$ cat config.mk
export PLATFORM = sky130hd
export DESIGN_NAME = round_robin_thread_scheduler_core
export DESIGN_NICKNAME = d
export VERILOG_FILES = /design/src/rtl/rrts_pkg.sv /design/src/rtl/rrts_thread_cell.sv /design/src/rtl/rrts_queue_cell.sv /design/src/rtl/rrts_queue.sv /design/src/rtl/round_robin_thread_scheduler_core.sv
export SDC_FILE = /design/constraint.sdc
export NUM_CORES = 2
export LEC_CHECK = 0
export ABC_AREA = 1
export ABC_CLOCK_PERIOD_IN_PS = 7700
export BUFFER_PORTS_ARGS = -buffer_cell sky130_fd_sc_hd__buf_4
export CAP_MARGIN = 40
export CORE_ASPECT_RATIO = 0.75
export CORE_MARGIN = 2
export CORE_UTILIZATION = 60
export DETAILED_ROUTE_END_ITERATION = 7
export PLACE_DENSITY = 0.74
export SYNTH_ARGS = -nofsm -noshare
export SYNTH_HDL_FRONTEND = slang
export SYNTH_SLANG_ARGS = --single-unit
$ cat constraint.sdc
create_clock -name i_clk -period 7.7 [get_ports i_clk]
set_input_delay 0.385 -clock i_clk [delete_from_list [all_inputs] [get_ports i_clk]]
set_output_delay 0.385 -clock i_clk [all_outputs]
set_load 0.02 [all_outputs]
$ cat src/rtl/rrts_pkg.sv
// rrts_pkg: shared constants, codes and control structs of the thread scheduler.
// No dependencies; imported by every rrts module and the scheduler core.
`timescale 1ns / 1ps
package rrts_pkg;

    localparam int MAX_THREADS_DEF = 16;
    localparam int COUNT_WIDTH_DEF = 32;
    localparam int ID_W            = 6;
    localparam int CMD_W           = 3;
    localparam int STAT_W          = 3;
    localparam int QUANTA_W        = 16;
    localparam int OUT_CNT_W       = 32;

    // commands
    localparam logic [CMD_W-1:0] CMD_SPAWN  = 3'd0;
    localparam logic [CMD_W-1:0] CMD_TERM   = 3'd1;
    localparam logic [CMD_W-1:0] CMD_BLOCK  = 3'd2;
    localparam logic [CMD_W-1:0] CMD_RESUME = 3'd3;
    localparam logic [CMD_W-1:0] CMD_SLEEP  = 3'd4;
    localparam logic [CMD_W-1:0] CMD_TICK   = 3'd5;
    localparam logic [CMD_W-1:0] CMD_QUERY  = 3'd6;

    // status codes
    localparam logic [STAT_W-1:0] STAT_OK        = 3'd0;
    localparam logic [STAT_W-1:0] STAT_TOO_MANY  = 3'd1;
    localparam logic [STAT_W-1:0] STAT_NO_ID     = 3'd2;
    localparam logic [STAT_W-1:0] STAT_RANGE     = 3'd3;
    localparam logic [STAT_W-1:0] STAT_MAIN_OP   = 3'd4;
    localparam logic [STAT_W-1:0] STAT_BAD_INPUT = 3'd5;
    localparam logic [STAT_W-1:0] STAT_MAIN_EXIT = 3'd6;

    // thread modes
    localparam logic [1:0] MODE_READY    = 2'd0;
    localparam logic [1:0] MODE_RUNNING  = 2'd1;
    localparam logic [1:0] MODE_BLOCKED  = 2'd2;
    localparam logic [1:0] MODE_SLEEPING = 2'd3;

    // pending runner actions
    localparam logic [1:0] PEND_ROUTINE = 2'd0;
    localparam logic [1:0] PEND_SLEEP   = 2'd1;
    localparam logic [1:0] PEND_BLOCK   = 2'd2;
    localparam logic [1:0] PEND_REMOVE  = 2'd3;

    typedef enum logic [2:0] {
        COP_NOP,
        COP_RESET,
        COP_SPAWN,
        COP_FREE,
        COP_MODE,
        COP_SLEEP,
        COP_DEC,
        COP_DISPATCH
    } t_cell_op;

    typedef struct packed {
        t_cell_op              op;
        logic [ID_W-1:0]       tid;
        logic [1:0]            mode;
        logic [QUANTA_W-1:0]   quanta;
    } t_cell_cmd;

    typedef struct packed {
        logic            clear;
        logic            push;
        logic            remove;
        logic [ID_W-1:0] id;
    } t_queue_ctl;

    typedef enum logic [2:0] {
        ST_IDLE,
        ST_EXEC,
        ST_WALK,
        ST_SETTLE,
        ST_DISPATCH,
        ST_DONE
    } t_state;

endpackage

$ cat src/rtl/rrts_thread_cell.sv
// rrts_thread_cell: per-thread state (slot used, mode, quanta count, wake countdown).
// Depends on rrts_pkg for the broadcast cell command.
`timescale 1ns / 1ps
module rrts_thread_cell #(
    parameter int IDX         = 0,
    parameter int COUNT_WIDTH = rrts_pkg::COUNT_WIDTH_DEF
) (
    input  logic                          i_clk,
    input  logic                          i_rst_n,
    input  rrts_pkg::t_cell_cmd           i_cmd,
    output logic                          o_used,
    output logic [1:0]                    o_mode,
    output logic [COUNT_WIDTH-1:0]        o_runs,
    output logic [rrts_pkg::QUANTA_W-1:0] o_wake
);
    import rrts_pkg::*;

    logic                   r_used;
    logic [1:0]             r_mode;
    logic [COUNT_WIDTH-1:0] r_runs;
    logic [QUANTA_W-1:0]    r_wake;
    logic [QUANTA_W-1:0]    n_wake_dec;
    logic                   hit;

    assign hit        = (i_cmd.tid == ID_W'(IDX));
    assign n_wake_dec = (r_wake != '0) ? r_wake - 1'b1 : r_wake;

    always_ff @(posedge i_clk) begin
        if (!i_rst_n || i_cmd.op == COP_RESET) begin
            r_used <= (IDX == 0);
            r_mode <= (IDX == 0) ? MODE_RUNNING : MODE_READY;
            r_runs <= (IDX == 0) ? COUNT_WIDTH'(1) : '0;
            r_wake <= '0;
        end else if (hit) begin
            case (i_cmd.op)
                COP_SPAWN, COP_FREE: begin
                    r_used <= (i_cmd.op == COP_SPAWN);
                    r_mode <= MODE_READY;
                    r_runs <= '0;
                    r_wake <= '0;
                end
                COP_MODE: begin
                    r_mode <= i_cmd.mode;
                    r_wake <= '0;
                end
                COP_SLEEP: begin
                    r_mode <= MODE_SLEEPING;
                    r_wake <= i_cmd.quanta;
                end
                COP_DEC: begin
                    r_wake <= n_wake_dec;
                    if (n_wake_dec == '0) begin
                        r_mode <= MODE_READY;
                    end
                end
                COP_DISPATCH: begin
                    r_mode <= MODE_RUNNING;
                    if (r_runs != '1) begin
                        r_runs <= r_runs + 1'b1;
                    end
                end
                default: begin
                end
            endcase
        end
    end

    assign o_used = r_used;
    assign o_mode = r_mode;
    assign o_runs = r_runs;
    assign o_wake = r_wake;

endmodule

$ cat src/rtl/rrts_queue_cell.sv
// rrts_queue_cell: one entry of an ordered thread list; removal shifts from the neighbor.
// Depends on rrts_pkg for the queue control struct.
`timescale 1ns / 1ps
module rrts_queue_cell #(
    parameter int IDX   = 0,
    parameter int TID_W = 4
) (
    input  logic                   i_clk,
    input  rrts_pkg::t_queue_ctl   i_ctl,
    input  logic [TID_W:0]         i_count,
    input  logic [TID_W-1:0]       i_next,
    input  logic                   i_hit,
    output logic [TID_W-1:0]       o_entry,
    output logic                   o_hit
);
    import rrts_pkg::*;

    logic [TID_W-1:0] r_entry;
    logic             match;

    assign match = i_ctl.remove && (ID_W'(r_entry) == i_ctl.id)
                   && ((TID_W+1)'(IDX) < i_count);
    // once a match is seen, every later entry moves down one place
    assign o_hit = i_hit | match;

    always_ff @(posedge i_clk) begin
        if (i_ctl.push && i_count == (TID_W+1)'(IDX)) begin
            r_entry <= i_ctl.id[TID_W-1:0];
        end else if (o_hit) begin
            r_entry <= i_next;
        end
    end

    assign o_entry = r_entry;

endmodule

$ cat src/rtl/rrts_queue.sv
// rrts_queue: ordered thread list built as a chain of rrts_queue_cell plus a fill count.
// Depends on rrts_pkg and rrts_queue_cell.
`timescale 1ns / 1ps
module rrts_queue #(
    parameter int DEPTH = rrts_pkg::MAX_THREADS_DEF,
    parameter int TID_W = $clog2(DEPTH)
) (
    input  logic                 i_clk,
    input  logic                 i_rst_n,
    input  rrts_pkg::t_queue_ctl i_ctl,
    input  logic [TID_W-1:0]     i_rd_idx,
    output logic [TID_W-1:0]     o_rd_entry,
    output logic [TID_W-1:0]     o_head,
    output logic [TID_W:0]       o_count
);
    import rrts_pkg::*;

    logic [TID_W:0]   r_count;
    logic [TID_W:0]   n_count;
    logic [TID_W-1:0] entry [DEPTH];
    logic             hit   [DEPTH+1];

    assign hit[0] = 1'b0;

    for (genvar g = 0; g < DEPTH; g++) begin : g_cell
        logic [TID_W-1:0] nxt;
        if (g == DEPTH - 1) begin : g_last
            assign nxt = '0;
        end else begin : g_mid
            assign nxt = entry[g+1];
        end
        rrts_queue_cell #(
            .IDX   (g),
            .TID_W (TID_W)
        ) u_cell (
            .i_clk   (i_clk),
            .i_ctl   (i_ctl),
            .i_count (r_count),
            .i_next  (nxt),
            .i_hit   (hit[g]),
            .o_entry (entry[g]),
            .o_hit   (hit[g+1])
        );
    end

    always_comb begin
        n_count = r_count;
        if (i_ctl.clear) begin
            n_count = '0;
        end else if (i_ctl.push && r_count < (TID_W+1)'(DEPTH)) begin
            n_count = r_count + 1'b1;
        end else if (hit[DEPTH]) begin
            n_count = r_count - 1'b1;
        end
    end

    always_ff @(posedge i_clk) begin
        if (!i_rst_n) begin
            r_count <= '0;
        end else begin
            r_count <= n_count;
        end
    end

    assign o_rd_entry = entry[i_rd_idx];
    assign o_head     = entry[0];
    assign o_count    = r_count;

endmodule

$ cat src/rtl/round_robin_thread_scheduler_core.sv
// round_robin_thread_scheduler_core: top level of the round-robin thread scheduler.
// Depends on rrts_pkg, rrts_thread_cell and rrts_queue.
`timescale 1ns / 1ps
// Usage:
//   Input channel (i_valid / o_stall) carries one command word: cmd, thread id and
//   sleep quanta. Output channel (o_valid / i_stall) returns one status word per
//   command. i_cfg_wr_en writes the thread limit; write it only while idle.
//   Thread state lives in a row of per-thread cells; the ready queue and the
//   sleep list are chains of entry cells that close up on removal.
//   A command other than tick goes through EXEC and DONE to the output register.
//   A tick walks the sleep list one entry per cycle, then SETTLE and DISPATCH run.
//   With the output taken, the next command is accepted once the state is idle.
//   One command is in work at a time; a finished result sits in the output
//   register, so the next command may be accepted while it waits there.
//   Holding i_stall keeps the result word stable and, once a second result is
//   done, holds o_stall high.
//   Reset (synchronous, i_rst_n low): thread 0 running, queues empty, limit at
//   the built maximum, total quanta one. No result is pending after reset.
module round_robin_thread_scheduler_core #(
    parameter int MAX_THREADS = rrts_pkg::MAX_THREADS_DEF,
    parameter int COUNT_WIDTH = rrts_pkg::COUNT_WIDTH_DEF,
    parameter int TID_W       = $clog2(MAX_THREADS)
) (
    input  logic                           i_clk,
    input  logic                           i_rst_n,
    input  logic                           i_cfg_wr_en,
    input  logic [TID_W:0]                 i_cfg_wr_data,
    input  logic                           i_valid,
    output logic                           o_stall,
    input  logic [rrts_pkg::CMD_W-1:0]     i_cmd,
    input  logic [rrts_pkg::ID_W-1:0]      i_thread_id,
    input  logic [rrts_pkg::QUANTA_W-1:0]  i_sleep_quanta,
    output logic                           o_valid,
    input  logic                           i_stall,
    output logic [rrts_pkg::STAT_W-1:0]    o_status,
    output logic [TID_W-1:0]               o_assigned_id,
    output logic [TID_W:0]                 o_running_id,
    output logic [rrts_pkg::OUT_CNT_W-1:0] o_total_quanta,
    output logic [rrts_pkg::OUT_CNT_W-1:0] o_thread_quanta,
    output logic [rrts_pkg::QUANTA_W-1:0]  o_sleep_left
);
    import rrts_pkg::*;

    localparam int RUN_W = TID_W + 1;
    localparam logic [RUN_W-1:0] NO_RUNNER = RUN_W'(MAX_THREADS);

    t_state r_state, n_state;

    logic [RUN_W-1:0]        r_limit;
    logic [CMD_W-1:0]        r_cmd;
    logic [ID_W-1:0]         r_id;
    logic [QUANTA_W-1:0]     r_q;
    logic [RUN_W-1:0]        r_runner, n_runner;
    logic [1:0]              r_pend, n_pend;
    logic [COUNT_WIDTH-1:0]  r_total, n_total;
    logic [RUN_W-1:0]        r_used_cnt, n_used_cnt;
    logic [STAT_W-1:0]       r_status, n_status;
    logic [TID_W-1:0]        r_asg, n_asg;
    logic [RUN_W-1:0]        r_shown, n_shown;
    logic [RUN_W-1:0]        r_walk, n_walk;
    logic [RUN_W-1:0]        r_old, n_old;

    logic                    r_ov;
    logic [STAT_W-1:0]       r_o_status;
    logic [TID_W-1:0]        r_o_asg;
    logic [RUN_W-1:0]        r_o_run;
    logic [OUT_CNT_W-1:0]    r_o_total;
    logic [OUT_CNT_W-1:0]    r_o_tq;
    logic [QUANTA_W-1:0]     r_o_sl;

    t_cell_cmd               cell_cmd;
    t_queue_ctl              rq_ctl, sq_ctl;

    logic                    w_used [MAX_THREADS];
    logic [1:0]              w_mode [MAX_THREADS];
    logic [COUNT_WIDTH-1:0]  w_runs [MAX_THREADS];
    logic [QUANTA_W-1:0]     w_wake [MAX_THREADS];

    logic [TID_W-1:0]        sel;
    logic                    rd_used;
    logic [1:0]              rd_mode;
    logic [COUNT_WIDTH-1:0]  rd_runs;
    logic [QUANTA_W-1:0]     rd_wake;
    logic [63:0]             rd_runs64;
    logic [63:0]             total64;

    logic [TID_W-1:0]        rq_head, sq_entry, rq_unused;
    logic [RUN_W-1:0]        rq_count, sq_count;
    logic [TID_W-1:0]        sq_head_unused;

    logic [RUN_W-1:0]        lim_eff;
    logic                    accept, load_out;
    logic [STAT_W-1:0]       chk;
    logic                    is_runner;
    logic                    free_found;
    logic [TID_W-1:0]        free_id;
    logic                    shown_ok;

    // ---------------- cells and queues ----------------
    for (genvar g = 0; g < MAX_THREADS; g++) begin : g_thread
        rrts_thread_cell #(
            .IDX         (g),
            .COUNT_WIDTH (COUNT_WIDTH)
        ) u_cell (
            .i_clk   (i_clk),
            .i_rst_n (i_rst_n),
            .i_cmd   (cell_cmd),
            .o_used  (w_used[g]),
            .o_mode  (w_mode[g]),
            .o_runs  (w_runs[g]),
            .o_wake  (w_wake[g])
        );
    end

    rrts_queue #(
        .DEPTH (MAX_THREADS),
        .TID_W (TID_W)
    ) u_ready_q (
        .i_clk      (i_clk),
        .i_rst_n    (i_rst_n),
        .i_ctl      (rq_ctl),
        .i_rd_idx   (TID_W'(0)),
        .o_rd_entry (rq_unused),
        .o_head     (rq_head),
        .o_count    (rq_count)
    );

    rrts_queue #(
        .DEPTH (MAX_THREADS),
        .TID_W (TID_W)
    ) u_sleep_q (
        .i_clk      (i_clk),
        .i_rst_n    (i_rst_n),
        .i_ctl      (sq_ctl),
        .i_rd_idx   (r_walk[TID_W-1:0]),
        .o_rd_entry (sq_entry),
        .o_head     (sq_head_unused),
        .o_count    (sq_count)
    );

    // ---------------- shared read port into the thread cells ----------------
    always_comb begin
        case (r_state)
            ST_EXEC:   sel = r_id[TID_W-1:0];
            ST_WALK:   sel = sq_entry;
            default:   sel = r_shown[TID_W-1:0];
        endcase
    end

    assign rd_used   = w_used[sel];
    assign rd_mode   = w_mode[sel];
    assign rd_runs   = w_runs[sel];
    assign rd_wake   = w_wake[sel];
    assign rd_runs64 = 64'(rd_runs);
    assign total64   = 64'(r_total);

    assign lim_eff = (r_limit == '0) ? RUN_W'(1) :
                     (r_limit > RUN_W'(MAX_THREADS)) ? RUN_W'(MAX_THREADS) : r_limit;

    assign chk = (int'(r_id) >= int'(lim_eff)) ? STAT_RANGE :
                 (!rd_used) ? STAT_NO_ID : STAT_OK;
    assign is_runner = (int'(r_id) == int'(r_runner));

    always_comb begin
        free_found = 1'b0;
        free_id    = '0;
        for (int i = 0; i < MAX_THREADS; i++) begin
            if (!free_found && RUN_W'(i) < lim_eff && !w_used[i]) begin
                free_found = 1'b1;
                free_id    = TID_W'(i);
            end
        end
    end

    assign accept   = i_valid && (r_state == ST_IDLE);
    assign load_out = (r_state == ST_DONE) && (!r_ov || !i_stall);
    assign shown_ok = (r_shown < NO_RUNNER) && rd_used;

    // ---------------- next state ----------------
    always_comb begin
        n_state = r_state;
        case (r_state)
            ST_IDLE:     if (accept) n_state = ST_EXEC;
            ST_EXEC:     n_state = (r_cmd == CMD_TICK) ? ST_WALK : ST_DONE;
            ST_WALK:     if (r_walk >= sq_count) n_state = ST_SETTLE;
            ST_SETTLE:   n_state = ST_DISPATCH;
            ST_DISPATCH: n_state = ST_DONE;
            ST_DONE:     if (load_out) n_state = ST_IDLE;
            default:     n_state = ST_IDLE;
        endcase
    end

    // ---------------- command execution ----------------
    always_comb begin
        n_runner   = r_runner;
        n_pend     = r_pend;
        n_total    = r_total;
        n_used_cnt = r_used_cnt;
        n_status   = r_status;
        n_asg      = r_asg;
        n_shown    = r_shown;
        n_walk     = r_walk;
        n_old      = r_old;
        cell_cmd   = '{op: COP_NOP, tid: '0, mode: MODE_READY, quanta: r_q};
        rq_ctl     = '0;
        sq_ctl     = '0;

        case (r_state)
            ST_EXEC: begin
                n_status = STAT_OK;
                n_asg    = '0;
                n_shown  = NO_RUNNER;
                case (r_cmd)
                    CMD_SPAWN: begin
                        if (r_used_cnt >= lim_eff || !free_found) begin
                            n_status = STAT_TOO_MANY;
                        end else begin
                            cell_cmd.op  = COP_SPAWN;
                            cell_cmd.tid = ID_W'(free_id);
                            rq_ctl.push  = 1'b1;
                            rq_ctl.id    = ID_W'(free_id);
                            n_asg        = free_id;
                            n_shown      = RUN_W'(free_id);
                            n_used_cnt   = r_used_cnt + 1'b1;
                        end
                    end
                    CMD_TERM: begin
                        if (r_id == '0) begin
                            cell_cmd.op  = COP_RESET;
                            rq_ctl.clear = 1'b1;
                            sq_ctl.clear = 1'b1;
                            n_runner     = '0;
                            n_pend       = PEND_ROUTINE;
                            n_total      = COUNT_WIDTH'(1);
                            n_used_cnt   = RUN_W'(1);
                            n_status     = STAT_MAIN_EXIT;
                            n_shown      = '0;
                        end else begin
                            n_status = chk;
                            if (chk == STAT_OK) begin
                                if (is_runner) begin
                                    n_runner = NO_RUNNER;
                                    n_pend   = PEND_REMOVE;
                                end else if (rd_mode == MODE_READY) begin
                                    rq_ctl.remove = 1'b1;
                                    rq_ctl.id     = r_id;
                                end else if (rd_mode == MODE_SLEEPING) begin
                                    sq_ctl.remove = 1'b1;
                                    sq_ctl.id     = r_id;
                                end
                                cell_cmd.op  = COP_FREE;
                                cell_cmd.tid = r_id;
                                n_used_cnt   = r_used_cnt - 1'b1;
                            end
                        end
                    end
                    CMD_BLOCK: begin
                        if (r_id == '0) begin
                            n_status = STAT_MAIN_OP;
                        end else begin
                            n_status = chk;
                            if (chk == STAT_OK) begin
                                n_shown = RUN_W'(r_id);
                                if (is_runner) begin
                                    cell_cmd.op   = COP_MODE;
                                    cell_cmd.tid  = r_id;
                                    cell_cmd.mode = MODE_BLOCKED;
                                    n_pend        = PEND_BLOCK;
                                end else if (rd_mode == MODE_READY) begin
                                    rq_ctl.remove = 1'b1;
                                    rq_ctl.id     = r_id;
                                    cell_cmd.op   = COP_MODE;
                                    cell_cmd.tid  = r_id;
                                    cell_cmd.mode = MODE_BLOCKED;
                                end
                            end
                        end
                    end
                    CMD_RESUME: begin
                        n_status = chk;
                        if (chk == STAT_OK) begin
                            n_shown = RUN_W'(r_id);
                            if (rd_mode == MODE_BLOCKED) begin
                                cell_cmd.op  = COP_MODE;
                                cell_cmd.tid = r_id;
                                if (is_runner) begin
                                    cell_cmd.mode = MODE_RUNNING;
                                    n_pend        = PEND_ROUTINE;
                                end else begin
                                    cell_cmd.mode = MODE_READY;
                                    rq_ctl.push   = 1'b1;
                                    rq_ctl.id     = r_id;
                                end
                            end
                        end
                    end
                    CMD_SLEEP: begin
                        if (r_runner == '0) begin
                            n_status = STAT_MAIN_OP;
                        end else if (r_runner >= NO_RUNNER) begin
                            n_status = STAT_NO_ID;
                        end else begin
                            n_shown = r_runner;
                            if (r_q == '0) begin
                                n_status = STAT_BAD_INPUT;
                            end else begin
                                cell_cmd.op  = COP_SLEEP;
                                cell_cmd.tid = ID_W'(r_runner);
                                n_pend       = PEND_SLEEP;
                            end
                        end
                    end
                    CMD_TICK: begin
                        n_walk = '0;
                        n_old  = r_runner;
                    end
                    CMD_QUERY: begin
                        n_status = chk;
                        if (chk == STAT_OK) begin
                            n_shown = RUN_W'(r_id);
                        end
                    end
                    default: begin
                        n_status = STAT_BAD_INPUT;
                    end
                endcase
            end
            ST_WALK: begin
                // one sleeper per cycle; a woken entry closes up, so the index stays
                if (r_walk < sq_count) begin
                    cell_cmd.op  = COP_DEC;
                    cell_cmd.tid = ID_W'(sq_entry);
                    if (rd_wake <= QUANTA_W'(1)) begin
                        rq_ctl.push   = 1'b1;
                        rq_ctl.id     = ID_W'(sq_entry);
                        sq_ctl.remove = 1'b1;
                        sq_ctl.id     = ID_W'(sq_entry);
                    end else begin
                        n_walk = r_walk + 1'b1;
                    end
                end
            end
            ST_SETTLE: begin
                if (r_old < NO_RUNNER) begin
                    if (r_pend == PEND_SLEEP) begin
                        sq_ctl.push = 1'b1;
                        sq_ctl.id   = ID_W'(r_old);
                    end else if (r_pend == PEND_ROUTINE) begin
                        cell_cmd.op   = COP_MODE;
                        cell_cmd.tid  = ID_W'(r_old);
                        cell_cmd.mode = MODE_READY;
                        rq_ctl.push   = 1'b1;
                        rq_ctl.id     = ID_W'(r_old);
                    end
                end
                n_pend = PEND_ROUTINE;
            end
            ST_DISPATCH: begin
                if (rq_count == '0) begin
                    n_runner = NO_RUNNER;
                end else begin
                    rq_ctl.remove = 1'b1;
                    rq_ctl.id     = ID_W'(rq_head);
                    cell_cmd.op   = COP_DISPATCH;
                    cell_cmd.tid  = ID_W'(rq_head);
                    n_runner      = RUN_W'(rq_head);
                    if (r_total != '1) begin
                        n_total = r_total + 1'b1;
                    end
                end
                n_shown = n_runner;
            end
            default: begin
            end
        endcase
    end

    // ---------------- registers ----------------
    always_ff @(posedge i_clk) begin
        if (!i_rst_n) begin
            r_state    <= ST_IDLE;
            r_limit    <= RUN_W'(MAX_THREADS);
            r_runner   <= '0;
            r_pend     <= PEND_ROUTINE;
            r_total    <= COUNT_WIDTH'(1);
            r_used_cnt <= RUN_W'(1);
            r_ov       <= 1'b0;
        end else begin
            r_state    <= n_state;
            r_runner   <= n_runner;
            r_pend     <= n_pend;
            r_total    <= n_total;
            r_used_cnt <= n_used_cnt;
            if (i_cfg_wr_en) begin
                r_limit <= i_cfg_wr_data;
            end
            if (load_out) begin
                r_ov <= 1'b1;
            end else if (!i_stall) begin
                r_ov <= 1'b0;
            end
        end
    end

    always_ff @(posedge i_clk) begin
        if (accept) begin
            r_cmd <= i_cmd;
            r_id  <= i_thread_id;
            r_q   <= i_sleep_quanta;
        end
        r_status <= n_status;
        r_asg    <= n_asg;
        r_shown  <= n_shown;
        r_walk   <= n_walk;
        r_old    <= n_old;
        if (load_out) begin
            r_o_status <= r_status;
            r_o_asg    <= r_asg;
            r_o_run    <= r_runner;
            r_o_total  <= total64[OUT_CNT_W-1:0];
            r_o_tq     <= shown_ok ? rd_runs64[OUT_CNT_W-1:0] : '0;
            r_o_sl     <= (shown_ok && rd_mode == MODE_SLEEPING) ? rd_wake : '0;
        end
    end

    assign o_stall         = (r_state != ST_IDLE);
    assign o_valid         = r_ov;
    assign o_status        = r_o_status;
    assign o_assigned_id   = r_o_asg;
    assign o_running_id    = r_o_run;
    assign o_total_quanta  = r_o_total;
    assign o_thread_quanta = r_o_tq;
    assign o_sleep_left    = r_o_sl;

endmodule

Word-level counts from Yosys, hierarchy flattened

Cells that the tools add are included.

Output and inout port bits: 94
Memories: 0
Bits in writable memories: 0
Bits in latches: 0
Memory bits (read-only): 0
Logic and storage cells: 1103
Input bits: 35
Register bits after elaboration: 1146

Mux-type cells: 340
Equal/unequal tests: 175
Bitwise logic cells: 34
Shift operators: 0
$add $sub $neg: 40
Reduce and logical (&&, ||, !) cells: 334
Divide/modulo/power cells: 0
Multiply operators: 0
Order comparisons: 61

Operators with widths:

| operator                | count |
|---|---|
| $pmux W32 S2            | 17 |
| $pmux W16 S3            | 16 |
| $mux W32                | 22 |
| $add A32 B1 Y32 const B | 17 |
| $ne A32 B32 Y1 const B  | 17 |
| $mux W4                 | 83 |
| $mux W16                | 18 |
| $logic_not A16 Y1       | 17 |
| $reduce_bool A16 Y1     | 16 |
| $sub A16 B1 Y16 const B | 16 |
| $eq A4 B6 Y1            | 32 |
| $pmux W2 S5             | 16 |
| $mux W5                 | 28 |
| $logic_and A1 B1 Y1     | 133 |
| $bmux W32 S4            | 1 |
| $lt A4 B5 Y1 const A    | 24 |
| $mux W11                | 9 |
| $reduce_and A3 Y1       | 33 |
| $mux W7                 | 13 |
| $eq A5 B4 Y1 const B    | 16 |
| $reduce_bool A2 Y1      | 39 |
| $ne A2 B1 Y1 const B    | 34 |
| $mux W2                 | 33 |
| $reduce_and A2 Y1       | 33 |
| other kinds (66)        | 301 |

Logic depth before layout (Yosys ltp)

Depth after elaboration: 91
Gate-level depth with buffers: 43
Mapped depth without buffers: 43

Cells and area by module

A second synthesis with hierarchy kept.

Cell total of the unflattened synthesis: 13284
Area, all modules: 85607.1 um2

By module, submodules not included:

| module                                      | area an instance (um2) | instances | cells each | sequential area each (um2) |
|---|---|---|---|---|
| round_robin_thread_scheduler_core           | 17573.1                | 1         | 2582       | 5235.0 |
| rrts_thread_cell at g_thread[13].u_cell ... | 3465.8                 | 2         | 556        | 1021.0 |
| rrts_thread_cell at g_thread[5].u_cell ...  | 3448.3                 | 2         | 564        | 1021.0 |
| rrts_thread_cell at g_thread[4].u_cell      | 3588.4                 | 1         | 574        | 1021.0 |
| rrts_thread_cell at g_thread[15].u_cell     | 3587.2                 | 1         | 580        | 1021.0 |
| rrts_thread_cell at g_thread[1].u_cell      | 3583.4                 | 1         | 580        | 1021.0 |
| rrts_thread_cell at g_thread[2].u_cell      | 3550.9                 | 1         | 570        | 1021.0 |
| rrts_thread_cell at g_thread[11].u_cell     | 3540.9                 | 1         | 578        | 1021.0 |
| rrts_thread_cell at g_thread[9].u_cell      | 3487.1                 | 1         | 525        | 1021.0 |
| rrts_thread_cell at g_thread[7].u_cell      | 3460.8                 | 1         | 555        | 1021.0 |
| rrts_thread_cell at g_thread[10].u_cell     | 3449.6                 | 1         | 519        | 1021.0 |
| rrts_thread_cell at g_thread[0].u_cell      | 3430.8                 | 1         | 544        | 1021.0 |
| rrts_thread_cell at g_thread[12].u_cell     | 3417.0                 | 1         | 517        | 1021.0 |
| rrts_thread_cell at g_thread[8].u_cell      | 3399.5                 | 1         | 525        | 1021.0 |
| +17 rows                                    | -                      | -         | -          | - |

Worst setup path after synthesis

Ideal clock, no wire load.

Kind: register to register
From: register r_state[0]
To: register r_o_asg[0] (netlist: o_assigned_id[0]) (enable)
Path slack: 2.697 ns
Buffers on the path: 0
Required time: 7.157 ns
Setup time: 0.543 ns
Stages on the path, launching flop included: 5
Clock period less this slack: 5.003 ns
Arrival time: 4.460 ns
Cell sequence: dfxtp_1 > inv_2 > nor3_1 > inv_1 > nor2_1

Word-level cells in the longest chain between the ends: 2

RTL lines:

| element                  | RTL line                                 | source |
|---|---|---|
| start: declaration       | round_robin_thread_scheduler_core.sv:47  | `t_state r_state, n_state;` |
| start signal: assignment | round_robin_thread_scheduler_core.sv:389 | `r_state <= n_state;` |
| $eq A3 B3 Y1             | round_robin_thread_scheduler_core.sv:176 | `assign load_out = (r_state == ST_DONE) && (!r_ov \|\| !i_stall);` |
| $logic_and A1 B1 Y1      | round_robin_thread_scheduler_core.sv:176 |  |
| named net load_out       | round_robin_thread_scheduler_core.sv:92  | `logic accept, load_out;` |
| end signal: assignment   | round_robin_thread_scheduler_core.sv:418 | `r_o_asg <= r_asg;` |
| end: declaration         | round_robin_thread_scheduler_core.sv:65  | `logic [TID_W-1:0] r_o_asg;` |

The timed path passes the listed nets, and every way through them passes these cells.
A chain may end at the register's enable or synchronous reset.

Worst setup path after layout

From: register r_walk[0]
To: register g_thread[10].u_cell.r_runs[29]

Word-level cells in the longest chain between the ends: 20
Elaborated cells on any way between the ends: 41
Classes of those cells: order compare (1); eq/ne (7); mux (25); bitwise (2); reduce/logical (6)

RTL lines:

| element                                                                | RTL line                                                                           | source |
|---|---|---|
| start: declaration                                                     | round_robin_thread_scheduler_core.sv:60                                            | `logic [RUN_W-1:0] r_walk, n_walk;` |
| start signal: assignment                                               | round_robin_thread_scheduler_core.sv:414                                           | `r_walk <= n_walk;` |
| $not A4 Y5 (not written as such)                                       | rrts_queue.sv:65                                                                   | `assign o_rd_entry = entry[i_rd_idx];` |
| $bmux W4 S4                                                            | rrts_queue.sv:65                                                                   |  |
| $mux W4 (not written as such) (2 in series)                            | rrts_queue.sv:65                                                                   |  |
| $pmux W4 S2                                                            | round_robin_thread_scheduler_core.sv:143                                           | `case (r_state)` |
| $not A4 Y5 (not written as such)                                       | round_robin_thread_scheduler_core.sv:150, round_robin_thread_scheduler_core.sv:151 |  |
| $bmux W1 S4 or $bmux W2 S4 (tied branches)                             | round_robin_thread_scheduler_core.sv:150, round_robin_thread_scheduler_core.sv:151 |  |
| $mux W1 (not written as such) or $mux W2 (tied branches) (2 in series) | round_robin_thread_scheduler_core.sv:150, round_robin_thread_scheduler_core.sv:151 |  |
| $mux W2 or $logic_not A2 Y1 (tied branches)                            | round_robin_thread_scheduler_core.sv:161, round_robin_thread_scheduler_core.sv:269 |  |
| (+2 left out)                                                          | -                                                                                  |  |
| $mux W11 or $mux W8 (tied branches)                                    | round_robin_thread_scheduler_core.sv:262, round_robin_thread_scheduler_core.sv:240 |  |
| $mux W11 or $mux W2 (tied branches)                                    | round_robin_thread_scheduler_core.sv:258, round_robin_thread_scheduler_core.sv:228 |  |
| $pmux W9 S5                                                            | round_robin_thread_scheduler_core.sv:213                                           | `case (r_cmd)` |
| $pmux W9 S4 (*)                                                        | round_robin_thread_scheduler_core.sv:208                                           | `case (r_state)` |
| $eq A3 B2 Y1                                                           | rrts_thread_cell.sv:35                                                             | `case (i_cmd.op)` |
| $reduce_or A2 Y1                                                       | -                                                                                  |  |
| $reduce_bool A2 Y1 (no source line)                                    | -                                                                                  |  |
| $reduce_and A3 Y1 (no source line)                                     | -                                                                                  |  |
| end signal: assignment                                                 | rrts_thread_cell.sv:32                                                             | `r_runs <= (IDX == 0) ? COUNT_WIDTH'(1) : '0;` |
| end signal: assignment                                                 | rrts_thread_cell.sv:59                                                             | `r_runs <= r_runs + 1'b1;` |
| end: declaration                                                       | rrts_thread_cell.sv:20                                                             | `logic [COUNT_WIDTH-1:0] r_runs;` |

Every way passes the cells marked *; elsewhere a longest branch is shown, timed or not. The select of a mux whose other input is x is not followed.

==> results.txt <==
The die span in y came out at 300 um. The instance count after placement with tap cells included came out at 11400. The routed design has 257 mm of wire. The met3 usage in global routing came out at 15.1%. The clock latency on the worst-skew pair came out at 0.78 ns.

For this design the ratio of total power to cell area is 249 nW/um2. The flow ran to the end, but the final reports show violations. STA classifies the critical path startpoint as a flip-flop. The net count of the finished layout is 10100.

The number of buffers added on ports is 128. The violation count after the first detailed-routing iteration is 11700. Counting cells, the worst reg-to-reg path comes to 36. The number of distinct library cell variants in the gate-level netlist after synthesis is 87. The initial utilization of the core area, before any placement, comes to 60.5%.

Max-cap violations in this run came to 0. From synthesis to final layout, the design area changed by 9.26%. The slowest stage cell on the critical path is sky130_fd_sc_hd__a31oi_1. The H-tree depth is 3.

The maximum buffer depth of the clock tree came out at 3. The count of standard-cell rows came out at 108. The number of synthesized flops with an enable pin is 267.

The cell area after synthesis came out at 70000 um2. The chip width is 398 um. The async set-reset flop share out of synthesis came out at 0%. The post-detailed-placement half-perimeter wirelength is 188 mm. Across all hold checks on the routed design, the worst slack comes to 0.0766 ns. The worst pin sits at a relative slew slack of 25.1%.

The total CTS buffers is 116. The routed via count is 73800. The post-route DRC violation count is 10. Static timing analysis puts the maximum clock frequency at 143 MHz. The first global-routing pass estimated 391 mm of wire. The number of warning messages in the yosys log is 0. Of the available clock period, the critical path in the final layout requires 91.1%. The final reports fail on design-rule violations. The root cell of the clock tree is sky130_fd_sc_hd__clkbuf_16. The die area came out at 119000 um2. In this design, the stage delay of the slowest critical-path cell is 0.50 ns. The net count of the mapped netlist came out at 10100. The clock-pin slew on the worst setup and hold paths came out at 0.07 ns.

The final number of hold-violating endpoints is 0. The finished layout holds 11600 standard cells, fillers aside. The final count of negative-setup-slack endpoints came out at 0. The total routing resource utilization after global routing is 41.7%. The core outline area is 116000 um2. The maximum ir drop on the vdd rail is 331 uV. The hold path depth is 4. The gate count of the mapped netlist came out at 10000. The sequential-to-total area share from yosys stat came out at 36.6%. For the pin with the worst max-slew slack, the measured transition is 1.11 ns.

The total power draw came out at 19.0 mW. The top fanout value on the critical path came out at 41. Routability-driven placement finished with a final weighted congestion of 1.06.

For met1 alone, demand over resource in global routing was 63.1%. Summed over all failing endpoints, the final setup total negative slack is 0 ns. The final worst clock skew is 0.0404 ns.

For this run, the share of the core covered by cells in the final layout is 66.1%. The via count of the first global-routing pass is 66200. The worst setup path is of the flip-flop to flip-flop kind. The number of placed I/O pins is 129. The remaining antenna violation count after routing came out at 0. The post-synthesis sequential element count is 1146. Setup repair after global routing left no endpoint under its margin. After global routing, the most crowded layer is met1. The type of the most critical hold path is primary input to flip-flop.

The commonest register cell after synthesis is sky130_fd_sc_hd__dfxtp_1. The post-synthesis average cell area came out at 6.99 um2. The first-pass iteration count of the detailed router came out at 8.

The initial antenna violation count came out at 7. The post-detailed-route wirelength per cell came out at 22.1 um. The maximum number of pins on one net before global-route repair came out at 190.

The mean number of vias per cell is 6.34. The tree built by TritonCTS fans out to 1146 sinks. TritonCTS built the clock tree.

The leakage power came out at 29.0 nW. For the finished layout, the period the worst path requires is 7.02 ns. Data on the critical path arrives at its endpoint at 7.71 ns. The proportion of layout cells with a drive suffix above 1 came out at 7.66%. The most frequent cell on the critical path is sky130_fd_sc_hd__nand2_1.

The worst setup path is captured at a flip-flop. The routing usage on met2 is 55.5%. The required arrival time at the worst endpoint came out at 8.39 ns. The final-report max-slew violation count came out at 0. Global routing finished with a remaining overflow of 0.
## Yosys cell counts, drive strengths merged, types with 4 or more instances
| cell type | number | area share (%) |
|---|---|---|
| o21a | 57 | 0.61 |
| o221ai | 27 | 0.34 |
| clkbuf | 292 | 1.6 |
| or2 | 7 | 0.066 |
| nand3 | 817 | 6.1 |
| o211a | 4 | 0.057 |
| nor3b | 29 | 0.33 |
| a41oi | 9 | 0.11 |
| ha | 77 | 1.4 |
| o41ai | 9 | 0.11 |
| nand3b | 6 | 0.064 |
| xor2 | 272 | 3.4 |
| mux2 | 10 | 0.16 |
| a221oi | 41 | 0.51 |
| o22ai | 21 | 0.20 |
| o31ai | 9 | 0.097 |
| nor2 | 988 | 5.9 |
| and3 | 18 | 0.16 |
| o311ai | 18 | 0.23 |
| a21boi | 6 | 0.064 |
| buf | 124 | 1.2 |
| xnor2 | 17 | 0.21 |
| or4 | 6 | 0.064 |
| o2111ai | 6 | 0.075 |
| a2111oi | 6 | 0.077 |
| o21ai | 1145 | 8.2 |
| a211oi | 92 | 0.99 |
| clkinv | 17 | 0.091 |
| a22oi | 4 | 0.043 |
| o221a | 5 | 0.080 |
| nand2 | 1629 | 9.1 |
| a21o | 4 | 0.043 |
| a31oi | 45 | 0.40 |
| edfxtp | 267 | 11 |
| nor4 | 123 | 1.2 |
| nand4 | 245 | 2.3 |
| nor3 | 384 | 3.0 |
| and2 | 6 | 0.054 |
| dfxtp | 879 | 25 |
| inv | 1211 | 6.5 |
| o211ai | 87 | 0.94 |
| a21oi | 959 | 6.9 |
| a2bb2oi | 6 | 0.075 |
## per-stage QoR
step	area [um2]	worst slack (ns)
global placement	71600	0.823
global route	76400	0.135
detailed placement	72000	0.760
finish	76400	0.683
floorplan	70000	2.70
CTS	76400	0.733
## critical path, delay by kind of cell, from the launching register on
family	cells	cell delay (ns)
simple gates	24	3.36
buf+inv	9	2.40
compound gates	3	0.77
flops	1	0.36
## repair_timing
| item | in CTS | in global routing |
|---|---|---|
| setup endpoints to repair | 0 | 1 |
| buffers inserted | 0 | 0 |
| hold buffers | 33 | 0 |
| endpoints found under the hold margin | 38 | 0 |
| resized for setup | 0 | 1 |
## report_power, final
part           internal (mW)  switching [mW]  total, mW
registers               6.29           0.108       6.40
clock network           3.51            2.63       6.14
logic                   1.57            4.93       6.50
## layout make-up
| type | instances | area, um2 |
|---|---|---|
| clock buffers | 162 | 3320 |
| diodes | 2 | 5.00 |
| flip-flops and latches | 1146 | 25600 |
| multi-input cells | 7213 | 37700 |
| repair buffers | 287 | 2480 |
| clock inverters | 58 | 721 |
| fillers | 10300 | 39200 |
| inverters | 1230 | 4680 |
| well taps | 1540 | 1930 |
## logic make-up (layout without fill, tap and decap cells)
kind of cell / count (synthesis) / count (layout) / share of synthesized area, %
compound gates: 2570 / 2570 / 20.3
other cells: 0 / 2 / 0
xor+xnor: 289 / 289 / 3.62
buf+inv: 1650 / 1737 / 9.61
fa+ha+maj: 77 / 77 / 1.38
mux: 10 / 10 / 0.161
flops: 1146 / 1146 / 36.6
simple gates: 4267 / 4267 / 28.3
## layout by cell type, fill, tap and decap left out, drive strengths merged, types with 87 or more instances in the layout
master     n
dfxtp    879
nand4    245
nand3    817
nor3     384
o211ai    87
clkbuf   165
nor4     123
xor2     272
edfxtp   267
a21oi    959
nand2   1629
inv     1219
nor2     988
o21ai   1145
a211oi    92
buf      250
## sequential cells by signal, summed over array words and instances (netlist names), 6 cells and up
name and cells:
r_q 16, r_total 32, o_thread_quanta 32, o_total_quanta 32, g_thread.u_cell.o_runs 512, g_thread.u_cell.o_wake 256, g_thread.u_cell.o_used 16, o_sleep_left 16
r_id 6, u_ready_q.g_cell.u_cell.o_entry 64, g_thread.u_cell.o_mode 32, u_sleep_q.g_cell.u_cell.o_entry 64
## final timing paths
path	startpoint	end	slack (ns)
hold / removal	i_valid	r_state[0]	0.08
setup / recovery	r_walk[0]	g_thread[10].u_cell.o_runs[29]	0.68
setup reg to reg	r_walk[0]	g_thread[10].u_cell.o_runs[29]	0.68
hold reg to reg	r_asg[1]	o_assigned_id[1]	0.42
## routing by layer
metal,wire [um],up-vias
met5,240,-
met4,6170,12
met3,40900,491
met2,98900,4864
met1,111000,34200
li1,-,34300
No activity file was read; power rests on OpenSTA's default activity.
